$ cat config.mk
export PLATFORM = sky130hd
export DESIGN_NAME = command_post_deframer
export DESIGN_NICKNAME = d
export VERILOG_FILES = /design/src/rtl/cpd_pkg.sv /design/src/rtl/command_post_deframer.sv /design/src/rtl/cpd_front.sv /design/src/rtl/cpd_queue.sv /design/src/rtl/cpd_back.sv
export VERILOG_INCLUDE_DIRS = /design/src /design/src/rtl
export SDC_FILE = /design/constraint.sdc
export NUM_CORES = 1
export LEC_CHECK = 0
export ABC_AREA = 1
export BUFFER_PORTS_ARGS = -buffer_cell sky130_fd_sc_hd__buf_2
export CORE_MARGIN = 4
export CORE_UTILIZATION = 55
export DETAILED_ROUTE_END_ITERATION = 7
export PLACE_DENSITY = 0.77
export SLEW_MARGIN = 20
export SYNTH_ARGS = -nofsm -noshare
export SYNTH_HDL_FRONTEND = slang
export SYNTH_HIERARCHICAL = 1
export SYNTH_SLANG_ARGS = --single-unit
$ cat constraint.sdc
create_clock -name clk_i -period 8.94 [get_ports clk_i]
set_clock_uncertainty 0.1 [all_clocks]
set_input_delay 1.341 -clock clk_i [delete_from_list [all_inputs] [get_ports clk_i]]
set_output_delay 1.341 -clock clk_i [all_outputs]
set_load 0.005 [all_outputs]
$ cat src/rtl/assert_macros.svh
// Assertion macros used by the command post deframer RTL (the result queue).
// Each macro samples on clk_i and is disabled while rst_ni is low.
`ifndef ASSERT_MACROS_SVH
`define ASSERT_MACROS_SVH

// Property must hold at every clock edge outside reset.
`define CPD_ASSERT(lbl, prop, msg) \
  lbl: assert property (@(posedge clk_i) disable iff (!rst_ni) (prop)) else $error(msg);

// Condition must never be true at a clock edge outside reset.
`define CPD_ASSERT_NEVER(lbl, cond, msg) \
  lbl: assert property (@(posedge clk_i) disable iff (!rst_ni) !(cond)) else $error(msg);

`endif

$ cat src/rtl/cpd_pkg.sv
// Package for the command post deframer: payload structs, result codes and parser phases.
// No dependencies.
`timescale 1ns / 1ps

package cpd_pkg;

  localparam logic [31:0] MagicReset = 32'h1145_1419;

  typedef enum logic [2:0] {
    KIND_HEADER = 3'd0,
    KIND_START  = 3'd1,
    KIND_CHAR   = 3'd2,
    KIND_END    = 3'd3,
    KIND_ERROR  = 3'd4
  } kind_e;

  typedef enum logic [1:0] {
    STATUS_BUSY     = 2'd0,
    STATUS_FINISH   = 2'd1,
    STATUS_CONTINUE = 2'd2,
    STATUS_FAIL     = 2'd3
  } status_e;

  typedef enum logic [7:0] {
    PH_IDLE  = 8'b0000_0001,
    PH_HEAD  = 8'b0000_0010,
    PH_COUNT = 8'b0000_0100,
    PH_CONT  = 8'b0000_1000,
    PH_MAGIC = 8'b0001_0000,
    PH_TYPE  = 8'b0010_0000,
    PH_TEXT  = 8'b0100_0000,
    PH_DEAD  = 8'b1000_0000
  } phase_e;

  typedef struct packed {
    logic [7:0] data_byte;
    logic       first_byte;
  } in_t;

  typedef struct packed {
    logic [2:0]  kind;
    logic [31:0] head_word;
    logic [31:0] command_count;
    logic        continue_flag;
    logic [31:0] command_index;
    logic [31:0] command_type;
    logic [7:0]  text_char;
    logic [1:0]  status;
    logic        last;
  } out_t;

  // Compact result record between parser and output stage.
  // word_a: head word, type word or character; word_b: command count.
  typedef struct packed {
    kind_e       kind;
    status_e     status;
    logic        last;
    logic        cont;
    logic [31:0] index;
    logic [31:0] word_a;
    logic [31:0] word_b;
  } event_t;

endpackage

$ cat src/rtl/command_post_deframer.sv
// Command post deframer, top level.
// Input channel (in_valid_i / in_ready_o / in_data_i) takes one byte of a post
// per request; first_byte marks the start of a post and restarts the parser.
// Output channel (out_valid_o / out_ready_i / out_data_o) gives header,
// command start, command character, command end and error results; the last
// result of a post has last set and a finish, continue or fail status.
// magic_we_i / magic_wdata_i write the expected command magic word; write it
// only while no post is in flight.
// Throughput: one byte per cycle while the result queue is not full; the parser
// state is registered on each accepted byte. A result is written into the queue
// by the parser, then popped from the queue into the output register.
// Stall: the result queue (QueueDepth entries) and the output register absorb
// a stalled receiver; in_ready_o drops once the queue is full.
// Reset: parser idle, queue and output register empty, magic word 0x11451419.
// Uses cpd_pkg, cpd_front, cpd_queue and cpd_back.
`timescale 1ns / 1ps

module command_post_deframer #(
  parameter int unsigned QueueDepth = 2
) (
  input  logic          clk_i,
  input  logic          rst_ni,
  input  logic          magic_we_i,
  input  logic [31:0]   magic_wdata_i,
  input  logic          in_valid_i,
  output logic          in_ready_o,
  input  cpd_pkg::in_t  in_data_i,
  output logic          out_valid_o,
  input  logic          out_ready_i,
  output cpd_pkg::out_t out_data_o
);

  logic            accept;
  logic            push;
  logic            pop;
  logic            q_full;
  logic            q_empty;
  cpd_pkg::event_t push_ev;
  cpd_pkg::event_t pop_ev;

  assign in_ready_o = !q_full;
  assign accept     = in_valid_i && in_ready_o;

  cpd_front u_front (
    .clk_i         (clk_i),
    .rst_ni        (rst_ni),
    .magic_we_i    (magic_we_i),
    .magic_wdata_i (magic_wdata_i),
    .accept_i      (accept),
    .in_i          (in_data_i),
    .push_o        (push),
    .ev_o          (push_ev)
  );

  cpd_queue #(
    .Depth (QueueDepth)
  ) u_queue (
    .clk_i   (clk_i),
    .rst_ni  (rst_ni),
    .push_i  (push),
    .data_i  (push_ev),
    .pop_i   (pop),
    .data_o  (pop_ev),
    .full_o  (q_full),
    .empty_o (q_empty)
  );

  cpd_back u_back (
    .clk_i       (clk_i),
    .rst_ni      (rst_ni),
    .q_empty_i   (q_empty),
    .q_data_i    (pop_ev),
    .q_pop_o     (pop),
    .out_valid_o (out_valid_o),
    .out_ready_i (out_ready_i),
    .out_data_o  (out_data_o)
  );

endmodule

$ cat src/rtl/cpd_front.sv
// Parser front end: assembles little-endian words, tracks the post phase and
// classifies each accepted byte into at most one result record. Uses cpd_pkg.
`timescale 1ns / 1ps

module cpd_front (
  input  logic             clk_i,
  input  logic             rst_ni,
  input  logic             magic_we_i,
  input  logic [31:0]      magic_wdata_i,
  input  logic             accept_i,
  input  cpd_pkg::in_t     in_i,
  output logic             push_o,
  output cpd_pkg::event_t  ev_o
);

  cpd_pkg::phase_e phase_q, phase_d;
  logic [1:0]      pos_q, pos_d;
  logic [31:0]     shift_q, shift_d;
  logic [31:0]     head_q, head_d;
  logic [31:0]     count_q, count_d;
  logic [31:0]     done_q, done_d;
  logic            cont_q, cont_d;
  logic [31:0]     magic_q;

  cpd_pkg::phase_e eff_phase;
  logic [1:0]      eff_pos;
  logic [31:0]     eff_shift;
  logic [31:0]     eff_done;
  logic [31:0]     new_shift;
  logic [31:0]     done_inc;
  logic            full;
  logic            emit;
  cpd_pkg::status_e end_status;

  always_comb begin
    // A first byte restarts the post whatever the current phase.
    eff_phase  = in_i.first_byte ? cpd_pkg::PH_HEAD : phase_q;
    eff_pos    = in_i.first_byte ? 2'd0 : pos_q;
    eff_shift  = in_i.first_byte ? 32'd0 : shift_q;
    eff_done   = in_i.first_byte ? 32'd0 : done_q;
    new_shift  = {in_i.data_byte, eff_shift[31:8]};
    full       = (eff_pos == 2'd3);
    done_inc   = eff_done + 32'd1;
    end_status = cont_q ? cpd_pkg::STATUS_CONTINUE : cpd_pkg::STATUS_FINISH;

    phase_d = eff_phase;
    pos_d   = eff_pos;
    shift_d = eff_shift;
    head_d  = head_q;
    count_d = count_q;
    done_d  = eff_done;
    cont_d  = cont_q;
    emit    = 1'b0;
    ev_o    = '0;

    case (eff_phase)
      cpd_pkg::PH_HEAD: begin
        shift_d = new_shift;
        pos_d   = eff_pos + 2'd1;
        if (full) begin
          head_d  = new_shift;
          phase_d = cpd_pkg::PH_COUNT;
        end
      end
      cpd_pkg::PH_COUNT: begin
        shift_d = new_shift;
        pos_d   = eff_pos + 2'd1;
        if (full) begin
          count_d = new_shift;
          phase_d = cpd_pkg::PH_CONT;
        end
      end
      cpd_pkg::PH_CONT: begin
        cont_d      = (in_i.data_byte != 8'd0);
        done_d      = 32'd0;
        pos_d       = 2'd0;
        emit        = 1'b1;
        ev_o.kind   = cpd_pkg::KIND_HEADER;
        ev_o.word_a = head_q;
        ev_o.word_b = count_q;
        ev_o.cont   = cont_d;
        if (count_q == 32'd0) begin
          ev_o.status = cont_d ? cpd_pkg::STATUS_CONTINUE : cpd_pkg::STATUS_FINISH;
          ev_o.last   = 1'b1;
          phase_d     = cpd_pkg::PH_IDLE;
        end else begin
          phase_d = cpd_pkg::PH_MAGIC;
        end
      end
      cpd_pkg::PH_MAGIC: begin
        shift_d = new_shift;
        pos_d   = eff_pos + 2'd1;
        if (full) begin
          if (new_shift != magic_q) begin
            emit        = 1'b1;
            ev_o.kind   = cpd_pkg::KIND_ERROR;
            ev_o.index  = eff_done;
            ev_o.status = cpd_pkg::STATUS_FAIL;
            ev_o.last   = 1'b1;
            phase_d     = cpd_pkg::PH_DEAD;
          end else begin
            phase_d = cpd_pkg::PH_TYPE;
          end
        end
      end
      cpd_pkg::PH_TYPE: begin
        shift_d = new_shift;
        pos_d   = eff_pos + 2'd1;
        if (full) begin
          emit        = 1'b1;
          ev_o.kind   = cpd_pkg::KIND_START;
          ev_o.index  = eff_done;
          ev_o.word_a = new_shift;
          phase_d     = cpd_pkg::PH_TEXT;
        end
      end
      cpd_pkg::PH_TEXT: begin
        emit       = 1'b1;
        ev_o.index = eff_done;
        if (in_i.data_byte != 8'd0) begin
          ev_o.kind   = cpd_pkg::KIND_CHAR;
          ev_o.word_a = {24'd0, in_i.data_byte};
        end else begin
          ev_o.kind = cpd_pkg::KIND_END;
          done_d    = done_inc;
          if (done_inc == count_q) begin
            ev_o.status = end_status;
            ev_o.last   = 1'b1;
            phase_d     = cpd_pkg::PH_IDLE;
          end else begin
            phase_d = cpd_pkg::PH_MAGIC;
            pos_d   = 2'd0;
          end
        end
      end
      default: begin
        // Idle or dead: drop the byte.
      end
    endcase
  end

  assign push_o = accept_i && emit;

  always_ff @(posedge clk_i or negedge rst_ni) begin
    if (!rst_ni) begin
      magic_q <= cpd_pkg::MagicReset;
    end else if (magic_we_i) begin
      magic_q <= magic_wdata_i;
    end
  end

  always_ff @(posedge clk_i or negedge rst_ni) begin
    if (!rst_ni) begin
      phase_q <= cpd_pkg::PH_IDLE;
      pos_q   <= 2'd0;
      shift_q <= 32'd0;
      head_q  <= 32'd0;
      count_q <= 32'd0;
      done_q  <= 32'd0;
      cont_q  <= 1'b0;
    end else if (accept_i) begin
      phase_q <= phase_d;
      pos_q   <= pos_d;
      shift_q <= shift_d;
      head_q  <= head_d;
      count_q <= count_d;
      done_q  <= done_d;
      cont_q  <= cont_d;
    end
  end

endmodule

$ cat src/rtl/cpd_queue.sv
// Short result queue between the parser and the output stage.
// Stores cpd_pkg::event_t records; uses assert_macros.svh.
`timescale 1ns / 1ps
`include "assert_macros.svh"

module cpd_queue #(
  parameter int unsigned Depth = 2
) (
  input  logic            clk_i,
  input  logic            rst_ni,
  input  logic            push_i,
  input  cpd_pkg::event_t data_i,
  input  logic            pop_i,
  output cpd_pkg::event_t data_o,
  output logic            full_o,
  output logic            empty_o
);

  localparam int unsigned PtrW = (Depth > 1) ? $clog2(Depth) : 1;
  localparam int unsigned CntW = $clog2(Depth + 1);

  cpd_pkg::event_t mem_q [Depth];
  logic [PtrW-1:0] wr_ptr_q, rd_ptr_q;
  logic [CntW-1:0] cnt_q, cnt_d;

  assign full_o  = (cnt_q == CntW'(Depth));
  assign empty_o = (cnt_q == '0);
  assign data_o  = mem_q[rd_ptr_q];

  always_comb begin
    case ({push_i, pop_i})
      2'b10:   cnt_d = cnt_q + 1'b1;
      2'b01:   cnt_d = cnt_q - 1'b1;
      default: cnt_d = cnt_q;
    endcase
  end

  always_ff @(posedge clk_i) begin
    if (push_i) begin
      mem_q[wr_ptr_q] <= data_i;
    end
  end

  always_ff @(posedge clk_i or negedge rst_ni) begin
    if (!rst_ni) begin
      wr_ptr_q <= '0;
      rd_ptr_q <= '0;
      cnt_q    <= '0;
    end else begin
      cnt_q <= cnt_d;
      if (push_i) begin
        wr_ptr_q <= (wr_ptr_q == PtrW'(Depth - 1)) ? '0 : wr_ptr_q + 1'b1;
      end
      if (pop_i) begin
        rd_ptr_q <= (rd_ptr_q == PtrW'(Depth - 1)) ? '0 : rd_ptr_q + 1'b1;
      end
    end
  end

  `CPD_ASSERT_NEVER(a_no_overflow, push_i && full_o, "push into full result queue")
  `CPD_ASSERT_NEVER(a_no_underflow, pop_i && empty_o, "pop from empty result queue")
  `CPD_ASSERT(a_push_holds, (push_i && !pop_i) |=> !empty_o, "queue empty after a push")
  `CPD_ASSERT(a_cnt_bound, cnt_q <= CntW'(Depth), "queue count beyond depth")

endmodule

$ cat src/rtl/cpd_back.sv
// Output stage: pops result records from the queue and expands them into the
// full result payload held in an output register. Uses cpd_pkg.
`timescale 1ns / 1ps

module cpd_back (
  input  logic            clk_i,
  input  logic            rst_ni,
  input  logic            q_empty_i,
  input  cpd_pkg::event_t q_data_i,
  output logic            q_pop_o,
  output logic            out_valid_o,
  input  logic            out_ready_i,
  output cpd_pkg::out_t   out_data_o
);

  logic          valid_q;
  cpd_pkg::out_t data_q, data_d;

  assign q_pop_o = !q_empty_i && (!valid_q || out_ready_i);

  always_comb begin
    data_d               = '0;
    data_d.kind          = q_data_i.kind;
    data_d.command_index = q_data_i.index;
    data_d.status        = q_data_i.status;
    data_d.last          = q_data_i.last;
    case (q_data_i.kind)
      cpd_pkg::KIND_HEADER: begin
        data_d.head_word     = q_data_i.word_a;
        data_d.command_count = q_data_i.word_b;
        data_d.continue_flag = q_data_i.cont;
      end
      cpd_pkg::KIND_START: data_d.command_type = q_data_i.word_a;
      cpd_pkg::KIND_CHAR:  data_d.text_char    = q_data_i.word_a[7:0];
      default: begin
        // End and error results carry index, status and last only.
      end
    endcase
  end

  always_ff @(posedge clk_i or negedge rst_ni) begin
    if (!rst_ni) begin
      valid_q <= 1'b0;
    end else if (q_pop_o) begin
      valid_q <= 1'b1;
    end else if (out_ready_i) begin
      valid_q <= 1'b0;
    end
  end

  always_ff @(posedge clk_i) begin
    if (q_pop_o) begin
      data_q <= data_d;
    end
  end

  assign out_valid_o = valid_q;
  assign out_data_o  = data_q;

endmodule
==> results by group, run 1 <==
Drt
  • Antenna-violating nets left: 0
  • Drt total wl: 64400 um
  • Vias: 17900
  • Number of vias per cell: 5.50
  • DR WL/cell: 19.7 um
  • First-pass DRT Iterations: 6
  • Initial DRC Count: 2104
  • Residual DRC: 0

Worst setup path
  • R2r endpoint: u_queue/mem_q[1][38]
  • R2R setup slack: 4.66 ns
  • Start of the worst register-to-register path: u_front/shift_q[31]
  • CP max FO: 71
  • Critical path's slowest cell: buf_4
  • Worst EP required: 9.06 ns
  • Startpoint types: input pin
  • R2R cell count: 14
  • Largest stage delay on the critical path: 0.78 ns
  • Crit-path cells: buf_2, inv_2, nand2_1, inv_1, ha_1, inv_1, nor2_1, inv_1, buf_4, nand2_1, inv_1, buf_4, a31oi_1, nand2_1, clkinv_2, buf_4, buf_4
  • Worst setup EP type: flop
  • Critical Setup Path Class: input pin to flop
  • Arrival @ worst endpoint: 5.78 ns

Global route
  • Global Route Usage Sum: 27.0%
  • Pin count of the biggest net entering global routing: 111
  • Vias in the first global route: 17100
  • GR Util met1: 38.3%
  • Met2 Use GR: 40.1%
  • Gr ovfl total: 0
  • Initial antenna violation count: 4
  • Met3 GRT Util: 7.89%
  • Layer with the highest usage: met2
  • Global-route wire length before repair: 98300 um

Synthesis
  • Ys flop type: edfxtp_1
  • Async S/R FF share, synth: 32.5%
  • Average size of a mapped cell: 9.77 um^2
  • Post-Syn Area: 24200 um^2
  • Synth cell count leaders: 566 x nand2_1, 349 x edfxtp_1, 347 x inv_1
  • Area contributors post-synth: edfxtp_1 43%, dfrtp_1 16%, nand2_1 8.8%
  • Share of Yosys cell area claimed by the top area cell type: 43.4%
  • Sequential area share after synthesis: 60.8%
  • Yosys top cell by area: edfxtp_1
  • EDFF count, synth: 349
  • #FFs+latches synth: 517
  • Synth warn: 6
  • Most numerous cell in the Yosys netlist: nand2_1
  • Synthesized Nets: 2521
  • Unique cell type count in the Yosys netlist: 49
  • Synthesized instance count: 2472

Clock network
  • CTS Hold Bufs: 0
  • Clock sinks: 517
  • Clock Pin Slew Worst Setup and Hold Paths: 0.06 ns
  • Worst-Skew Late Latency: 0.61 ns
  • H-tree Lvls: 2
  • CTS tree: built
  • Root buf cell: clkbuf_16
  • Post-CTS sizing: 0
  • Total setup buffers inserted after CTS: 0
  • CTS Buf Count: 52
  • Maximum buffer depth of the clock tree: 3

Flow run
  • Max-Cap Viols: 0

Floorplan
  • Die area: 47300 um^2
  • Ports: 191
  • Initial Util: 55.8%
  • Rows: 76
  • Core box area: 43300 um^2
  • Die height: 218 um
  • Die Wd: 218 um

Placed design
  • GPL Wtd Cong: 0.969
  • Port Buffers: 190
  • Dpl cells: 3166
  • Place WS: 2.75 ns
  • Detailed placement HPWL: 44700 um

Finish
  • Layout Nets: 2684
  • Share of cells above drive strength 1: 16.9%
  • Finished Layout Cells: 3263
  • P&R area growth vs syn: 12.4%

Timing
  • Final count of negative-setup-slack endpoints: 0
  • Post-Route Setup TNS: 0 ns
  • RSZ-0062 raised after global routing: false
  • Slew Limit Fails: 0
  • Final WS setup: 3.27 ns
  • Slew headroom: 24.9%
  • Fin crit share: 63.4%
  • Post-layout min period: 5.67 ns
  • Final hold vios: 0
  • Worst-margin pin slew: 1.12 ns
  • Max Freq: 0.177 GHz

Worst hold path
  • WHS Endpoint: u_front/shift_q[29]
  • Worst min path class: flop to flop
  • Hold Crit Start: u_front/shift_q[29]
  • Worst hold path depth: 2

Power and ir drop
  • PwrDens: 279 nW/um^2
  • Pleak: 11.7 nW
  • Maximum VDD drop: 282 uV

Run status
  • Outcome: completed
## how the worst max path moves through the flow
stage	start	endpoint	slack, ns	depth (start not counted)
global placement	in_data_i[0]	u_queue/mem_q[1][52]	2.91	17
CTS	in_data_i[0]	u_queue/mem_q[1][44]	3.37	17
floorplan	in_data_i[0]	u_queue/mem_q[0][0]	0.92	15
detailed placement	in_data_i[0]	u_queue/mem_q[1][50]	2.75	17
finish	in_data_i[0]	u_queue/mem_q[1][38]	3.27	17
global route	in_data_i[0]	u_queue/mem_q[1][41]	2.99	17
## sequential cells by signal (all words and copies together) (netlist names)
register	count
u_front/done_q	32
u_front/head_q	32
u_queue/rd_ptr_q	1
u_front/pos_q	2
u_front/cont_q	1
u_front/phase_q	8
u_back/out_data_o	143
u_front/count_q	32
u_back/out_valid_o	1
u_queue/cnt_q	2
u_queue/wr_ptr_q	1
u_front/magic_q	32
u_queue/mem_q	206
u_front/shift_q	24
## logic make-up (layout without fill, tap and decap cells)
family	count (synthesis)	after routing	share of synthesized area [%]
compound gates	403	403	9.22
mux	10	10	0.466
simple gates	1064	1064	20.3
buf+inv	459	664	8.36
other cells	0	1	0
flops	517	517	60.8
xor+xnor	16	16	0.637
fa+ha+maj	3	3	0.155
## layout make-up
cell class	instances	area, um^2
well taps	585	732
multi-input cells	1496	7470
clock inverters	31	404
flip-flops and latches	517	14700
diodes	1	2.50
fillers	3506	16100
clock buffers	65	1370
repair buffers	213	1150
inverters	355	1340
## metrics by stage
step	hold slack, ns	total power [mW]	utilization [%]	instance area [um^2]
final	0.383	7.57	62.8	27200
after global placement	0.362	5.27	58.7	25400
after CTS	0.382	7.60	62.8	27200
after global routing	0.401	7.97	62.8	27200
after floorplan	0.349	4.74	-	24200
after detailed placement	0.366	5.32	58.7	25400
## cells in the final DEF (no fill, tap or decap), types with 3 or more instances in the layout
cell type / count
o21ai_1: 19
ha_1: 3
a22o_1: 4
clkbuf_1: 11
buf_4: 21
nand3_1: 134
dfstp_2: 11
nand2_2: 10
o21ai_2: 27
clkinv_1: 7
nand3_2: 12
mux2_2: 10
a31oi_1: 3
inv_1: 346
o21ai_0: 223
nand4_1: 21
nor3_1: 12
nand2_4: 3
nor2_1: 215
nor2_2: 14
nand2_1: 565
edfxtp_1: 349
nor4_1: 10
buf_2: 189
clkinv_2: 12
bufinv_16: 9
dfrtp_1: 156
o221ai_1: 10
a22oi_1: 9
nor2_4: 59
xor2_1: 13
a21oi_1: 96
inv_2: 5
a221oi_1: 5
clkbuf_16: 52
## power breakdown
group / internal [mW] / switching (mW) / leakage, nW
clock network: 1.35 / 0.931 / 0.864
registers: 3.13 / 0.313 / 5.56
logic: 0.583 / 1.26 / 5.23
total: 5.06 / 2.51 / 11.7
## routing by layer
| metal | routed length [um] | part of all wire, % |
|---|---|---|
| met1 | 27100 | 42 |
| met2 | 28400 | 44 |
| met3 | 6770 | 11 |
| met4 | 2080 | 3.2 |
| met5 | 27 | 0.042 |
## critical path, delay by kind of cell
family | cells | cell delay, ns
buf+inv | 11 | 3.06
fa+ha+maj | 1 | 0.23
compound gates | 1 | 0.36
simple gates | 4 | 0.62
Note: power is estimated with default switching activity, not from simulation.
==> run 2: changes to the inputs <==
==> constraint.sdc (replaced) <==
create_clock -name clk_i -period 4.7 [get_ports clk_i]
set_clock_uncertainty 0.1 [all_clocks]
set_input_delay 0.705 -clock clk_i [delete_from_list [all_inputs] [get_ports clk_i]]
set_output_delay 0.705 -clock clk_i [all_outputs]
set_load 0.005 [all_outputs]
==> run 2 against run 1 <==
Against the previous run:
- final cell count rose by 2.0%
- sequential power up 89%
- global-route usage up 0.76 points
- sequential share of layout area is 1.2 points lower
- clock power grew 92%
- sequential cell count stayed put
- total power is 93% higher
- critical endpoint is now u_queue/mem_q[0][98]
- via count grew 2.2%
==> results by group, run 2 (same netlist as run 1, synthesis figures left out) <==
Run status
  • Outcome: completed

Finish
  • Fillers: 3385
  • Reg with most FFs: u_queue/mem_q
  • # diodes: 0
  • Layout Nets: 2747
  • Most common cell after layout, fill and taps aside: nand2_1
  • Largest register FFs: 206
  • P&R area growth vs syn: 15.0%
  • Final core occ: 64.2%
  • Most frequent cells in the layout: 565 x nand2_1, 349 x edfxtp_1, 346 x inv_1, 223 x o21ai_0, 215 x nor2_1
  • Share of cells above drive strength 1: 18.9%

Clock network
  • Root buf cell: clkbuf_16
  • Post-CTS sizing: 0
  • Clock sinks: 517
  • Worst-Skew Late Latency: 0.62 ns
  • Total setup buffers inserted after CTS: 0
  • H-tree Lvls: 2
  • CTS Hold Bufs: 0
  • CTS tree: built
  • Clock Pin Slew Worst Setup and Hold Paths: 0.06 ns
  • Maximum buffer depth of the clock tree: 3
  • CTS Buf Count: 53

Timing
  • Final hold vios: 0
  • Final count of negative-setup-slack endpoints: 0
  • Hold_ws: 0.116 ns
  • Slew headroom: 28.3%
  • RSZ-0062 raised after global routing: false
  • Post-Route Setup TNS: 0 ns
  • Slew Limit Fails: 0
  • Max Freq: 0.305 GHz
  • Fin crit share: 69.7%
  • Worst-margin pin slew: 1.07 ns
  • Post-layout min period: 3.28 ns

Drt
  • Number of vias per cell: 5.51
  • Antenna-violating nets left: 0
  • Vias: 18300
  • Initial DRC Count: 2223
  • First-pass DRT Iterations: 7
  • DR WL/cell: 19.9 um
  • Residual DRC: 0
  • Drt total wl: 66200 um

Worst setup path
  • Critical path's slowest cell: nor2_2
  • Worst setup path endpoint: u_queue/mem_q[0][98]
  • Startpoint types: input pin
  • Largest stage delay on the critical path: 0.38 ns
  • Worst EP required: 5.04 ns
  • Start of the worst register-to-register path: u_front/done_q[1]
  • R2R cell count: 15
  • CP Launch Point: in_data_i[0]
  • Worst setup EP type: flop
  • R2r endpoint: u_queue/mem_q[0][98]
  • CP max FO: 19
  • R2R setup slack: 1.54 ns
  • Arrival @ worst endpoint: 3.61 ns
  • Crit-path cells: buf_2, buf_4, nor2_4, ha_1, nand4_1, nor2_2, nand4_1, nand3_1, nand2_1, inv_1, nand3_1, nor2_1, nand2_1, nor2_1, nand4_2, o21ai_1
  • Critical Setup Path Class: input pin to flop

Placed design
  • Detailed placement HPWL: 47200 um
  • Port Buffers: 190
  • GPL Wtd Cong: 0.947

Power and ir drop
  • Sequential fraction of design power: 44.7%
  • Total power: 14.6 mW
  • P_sw: 4.84 mW
  • Combinational share of power: 25.3%
  • PwrDens: 525 nW/um^2
  • Pleak: 12.0 nW
  • Maximum VDD drop: 1010 uV
  • Internal: 9.76 mW
  • Switching Share: 33.2%
  • Clock share of power: 29.9%

Floorplan
  • Initial Util: 55.8%
  • Die Wd: 218 um
  • Rows: 76
  • Core box area: 43300 um^2
  • Die area: 47300 um^2
  • Ports: 191
  • Die height: 218 um

Worst hold path
  • Worst min path class: input pin to async pin

Global route
  • Global-route wire length before repair: 101000 um
  • Vias in the first global route: 17600
  • Global Route Usage Sum: 27.7%
  • Initial antenna violation count: 0
  • Gr ovfl total: 0
  • Pin count of the biggest net entering global routing: 146

Flow run
  • Max-Cap Viols: 0
-- run 2: cell count changes in the layout (fill, tap and decap cells not counted), sizes merged --
cell / previous run / this run
clkbuf: 65 / 75
bufinv: 9 / 7
clkinv: 22 / 17
buf: 213 / 275
diode: 1 / 0
clkinvlp: 2 / 3
-- run 2: how the worst min path moves through the flow --
stage                   startpoint                   to  slack, ns  cells after the start
2_1_floorplan               rst_ni   u_back/out_valid_o       0.31                      0
4_1_cts                     rst_ni  u_front/magic_q[20]       0.17                      1
5_1_grt                     rst_ni  u_front/shift_q[25]       0.21                      1
3_3_place_gp   u_front/shift_q[14]  u_front/shift_q[14]       0.36                      2
6_report                    rst_ni  u_front/shift_q[28]       0.12                      1
3_5_place_dp   u_front/shift_q[14]  u_front/shift_q[14]       0.37                      2
-- run 2: layout make-up --
class	instances	area, um^2	share of cell area [%]
sequential	517	14700	52.9
multi-input combinational	1496	7470	26.9
timing repair buffer	275	1720	6.19
clock buffer	75	1490	5.36
inverter	355	1340	4.81
tap	585	732	2.63
clock inverter	25	345	1.24
-- run 2: layer usage --
metal / global-route usage, % / routed length [um]
met1: 40.8 / 28200
met2: 43.1 / 30200
met3: 5.43 / 6240
met4: 6.91 / 1630
met5: 0 / 0
-- run 2: power groups by stage --
stage               registers [mW]  logic [mW]  clock network, mW
finish                        6.53        3.70               4.37
CTS                           6.53        3.71               4.44
global placement              6.59        3.62                  0
detailed placement            6.62        3.67                  0
floorplan                     6.50        2.48                  0
global route                  6.63        4.10               4.64
-- run 2: critical path: cells and delay by family --
family | cells | cell delay, ns
buffers and inverters | 3 | 0.45
AOI/OAI and AO/OA | 1 | 0.22
and+or+nand+nor | 11 | 1.97
adders and majority gates | 1 | 0.26
-- run 2: metrics by stage --
stage,instances,area [um^2],setup WS [ns]
6_report,3328,27800,1.42
5_1_grt,3328,27800,1.26
4_1_cts,3328,27800,1.56
3_5_place_dp,3228,26000,0.941
3_3_place_gp,3228,26000,0.985
2_1_floorplan,2472,24200,0.191
==> run 3: changes to the inputs <==
==> constraint.sdc (replaced) <==
create_clock -name clk_i -period 2.75 [get_ports clk_i]
set_clock_uncertainty 0.1 [all_clocks]
set_input_delay 0.4125 -clock clk_i [delete_from_list [all_inputs] [get_ports clk_i]]
set_output_delay 0.4125 -clock clk_i [all_outputs]
set_load 0.005 [all_outputs]
==> run 3 against run 2 <==
Against the previous run:
- the flow now finishes with violations (setup timing)
- sequential power is 68% higher
- largest cell class unchanged
- register-to-register slack worse by 1.6 ns
- critical endpoint is now u_queue/mem_q[1][99]
- setup slack got worse by 1.5 ns
- clock power is 74% higher
- via count rose by 6.9%
- sequential cell count did not move
- count of clock-buffer cells in the layout fell by 8
- final cell count grew 7.0%
==> results by group, run 3 (same netlist as run 1, synthesis figures left out) <==
Run status
  • Outcome: finished with violations
  • Failing checks: setup timing

Timing
  • Slew headroom: 26.8%
  • Fin crit share: 101%
  • Final WS setup: -0.0282 ns
  • Final count of negative-setup-slack endpoints: 2
  • Post-Route Setup TNS: -0.0373 ns
  • Post-layout min period: 2.78 ns
  • Worst-margin pin slew: 1.10 ns
  • Final hold vios: 0
  • Slew Limit Fails: 0
  • Max Freq: 0.360 GHz
  • RSZ-0062 raised after global routing: true

Worst setup path
  • Most frequent cell on the critical path: nand3_1
  • Critical Setup Path Class: flop to flop
  • CP Buf/Inv Count: 2
  • Startpoint types: flop
  • Crit-path cells: inv_2, nor2_4, ha_4, nand4_1, buf_4, nor2_1, nand3_1, nand3_1, nand3_1, or2_1, nor2_4, nand4_4, o21ai_2
  • Worst setup EP type: flop
  • CP max FO: 4
  • Worst EP required: 3.10 ns
  • Largest stage delay on the critical path: 0.37 ns
  • Arrival @ worst endpoint: 3.13 ns
  • Critical path's slowest cell: dfrtp_1
  • CP top delay family: simple AND/OR/NAND/NOR gates

Finish
  • Finished Layout Cells: 3562
  • Reg with most FFs: u_queue/mem_q
  • Layout Nets: 2982
  • Share of cells above drive strength 1: 26.7%
  • Most frequent cells in the layout: 548 x nand2_1, 349 x edfxtp_1, 337 x inv_1, 261 x buf_4, 221 x o21ai_0
  • Most common cell after layout, fill and taps aside: nand2_1
  • Largest register FFs: 206
  • P&R area growth vs syn: 25.0%

Global route
  • Vias in the first global route: 19200
  • Pin count of the biggest net entering global routing: 90
  • Gr ovfl total: 0
  • Global-route wire length before repair: 109000 um
  • Initial antenna violation count: 2
  • Global Route Usage Sum: 29.9%

Floorplan
  • Die Wd: 218 um
  • Rows: 76
  • Die area: 47300 um^2
  • Die height: 218 um
  • Ports: 191
  • Initial Util: 55.8%
  • Core box area: 43300 um^2

Power and ir drop
  • PwrDens: 867 nW/um^2
  • Total power: 26.2 mW
  • Maximum VDD drop: 782 uV
  • Pleak: 13.2 nW

Placed design
  • Port Buffers: 190
  • Detailed placement HPWL: 51300 um
  • Dpl cells: 3413
  • GPL Wtd Cong: 0.996

Drt
  • Drt total wl: 71600 um
  • DR WL/cell: 20.1 um
  • Vias: 19600
  • Initial DRC Count: 2200
  • Number of vias per cell: 5.51
  • Residual DRC: 0
  • First-pass DRT Iterations: 6
  • Antenna-violating nets left: 0

Clock network
  • H-tree Lvls: 2
  • Clock Pin Slew Worst Setup and Hold Paths: 0.07 ns
  • Clock sinks: 517
  • Maximum buffer depth of the clock tree: 3
  • CTS tree: built
  • Root buf cell: clkbuf_16
  • Worst-Skew Late Latency: 0.63 ns
  • CTS Buf Count: 51

Flow run
  • Max-Cap Viols: 0

Worst hold path
  • Worst min path class: input pin to flop
==> run 3: changes by cell type in the layout (fill, tap and decap cells not counted), moves of 10 or more <==
cell,delta
nand3_2,+10
nor2_2,+12
nand2_2,+14
nand2_1,-17
dlygate4sd3_1,+34
buf_4,+186
nor2_1,-18
nand3_1,-13
==> run 3: path summary, 6_finish.rpt <==
path	start	endpoint	slack (ns)	cells after the start
worst min-delay path	in_data_i[6]	u_front/count_q[29]	0.03	3
min in group asynchronous	rst_ni	u_front/magic_q[13]	0.25	2
worst min register to register	u_front/head_q[8]	u_front/head_q[8]	0.39	2
worst max register to register	u_front/done_q[1]	u_queue/mem_q[1][99]	-0.03	13
max in group asynchronous	rst_ni	u_front/magic_q[3]	1.38	3
worst max-delay path	u_front/done_q[1]	u_queue/mem_q[1][99]	-0.03	13
==> run 3: report_power, final <==
part / internal, mW / leakage [nW] / switching [mW]
Clock: 4.50 / 0.895 / 3.10
Combinational: 2.78 / 6.79 / 4.80
Sequential: 10.2 / 5.56 / 0.830
Total: 17.5 / 13.2 / 8.74
==> run 3: area by class of cell <==
| class | count | area [um^2] |
|---|---|---|
| clock inverter | 29 | 445 |
| tap | 585 | 732 |
| inverter | 355 | 1360 |
| clock buffer | 67 | 1410 |
| fill | 3102 | 13100 |
| sequential | 517 | 14700 |
| multi-input combinational | 1496 | 7810 |
| antenna | 1 | 2.50 |
| timing repair buffer | 512 | 3750 |
==> run 3: per-stage QoR <==
stage	instance area (um^2)	hold slack, ns	util, %	setup WS, ns
floorplan	24300	0.0169	-	-1.16
global placement	27500	0.347	63.6	-0.649
detailed placement	27500	0.348	63.6	-0.706
CTS	29800	0.00554	68.9	-0.00439
global route	30200	0.0481	69.8	-0.130
finish	30200	0.0309	69.8	-0.0282
==> run 3: timing repair <==
item / in CTS / in global routing
hold buffers: 34 / 0
endpoints found under the hold margin: 84 / 0
setup buffers: 4 / 13
pin swaps: 5 / 22
endpoints found under the setup margin: 92 / 109
cloned: 0 / 1
gates resized for setup: 19 / 63
==> run 3: tightest hold or removal path, stage by stage <==
cell and delay [ns]:
buf_2 0.16, nand2_1 0.07, o21ai_0 0.07
==> run 3: routing by layer <==
| metal | GRT usage (%) | wire length (um) |
|---|---|---|
| met2 | 47.9 | 33500 |
| met1 | 41.4 | 29200 |
| met5 | 0 | 0 |
| met3 | 6.44 | 6640 |
| met4 | 9.14 | 2270 |
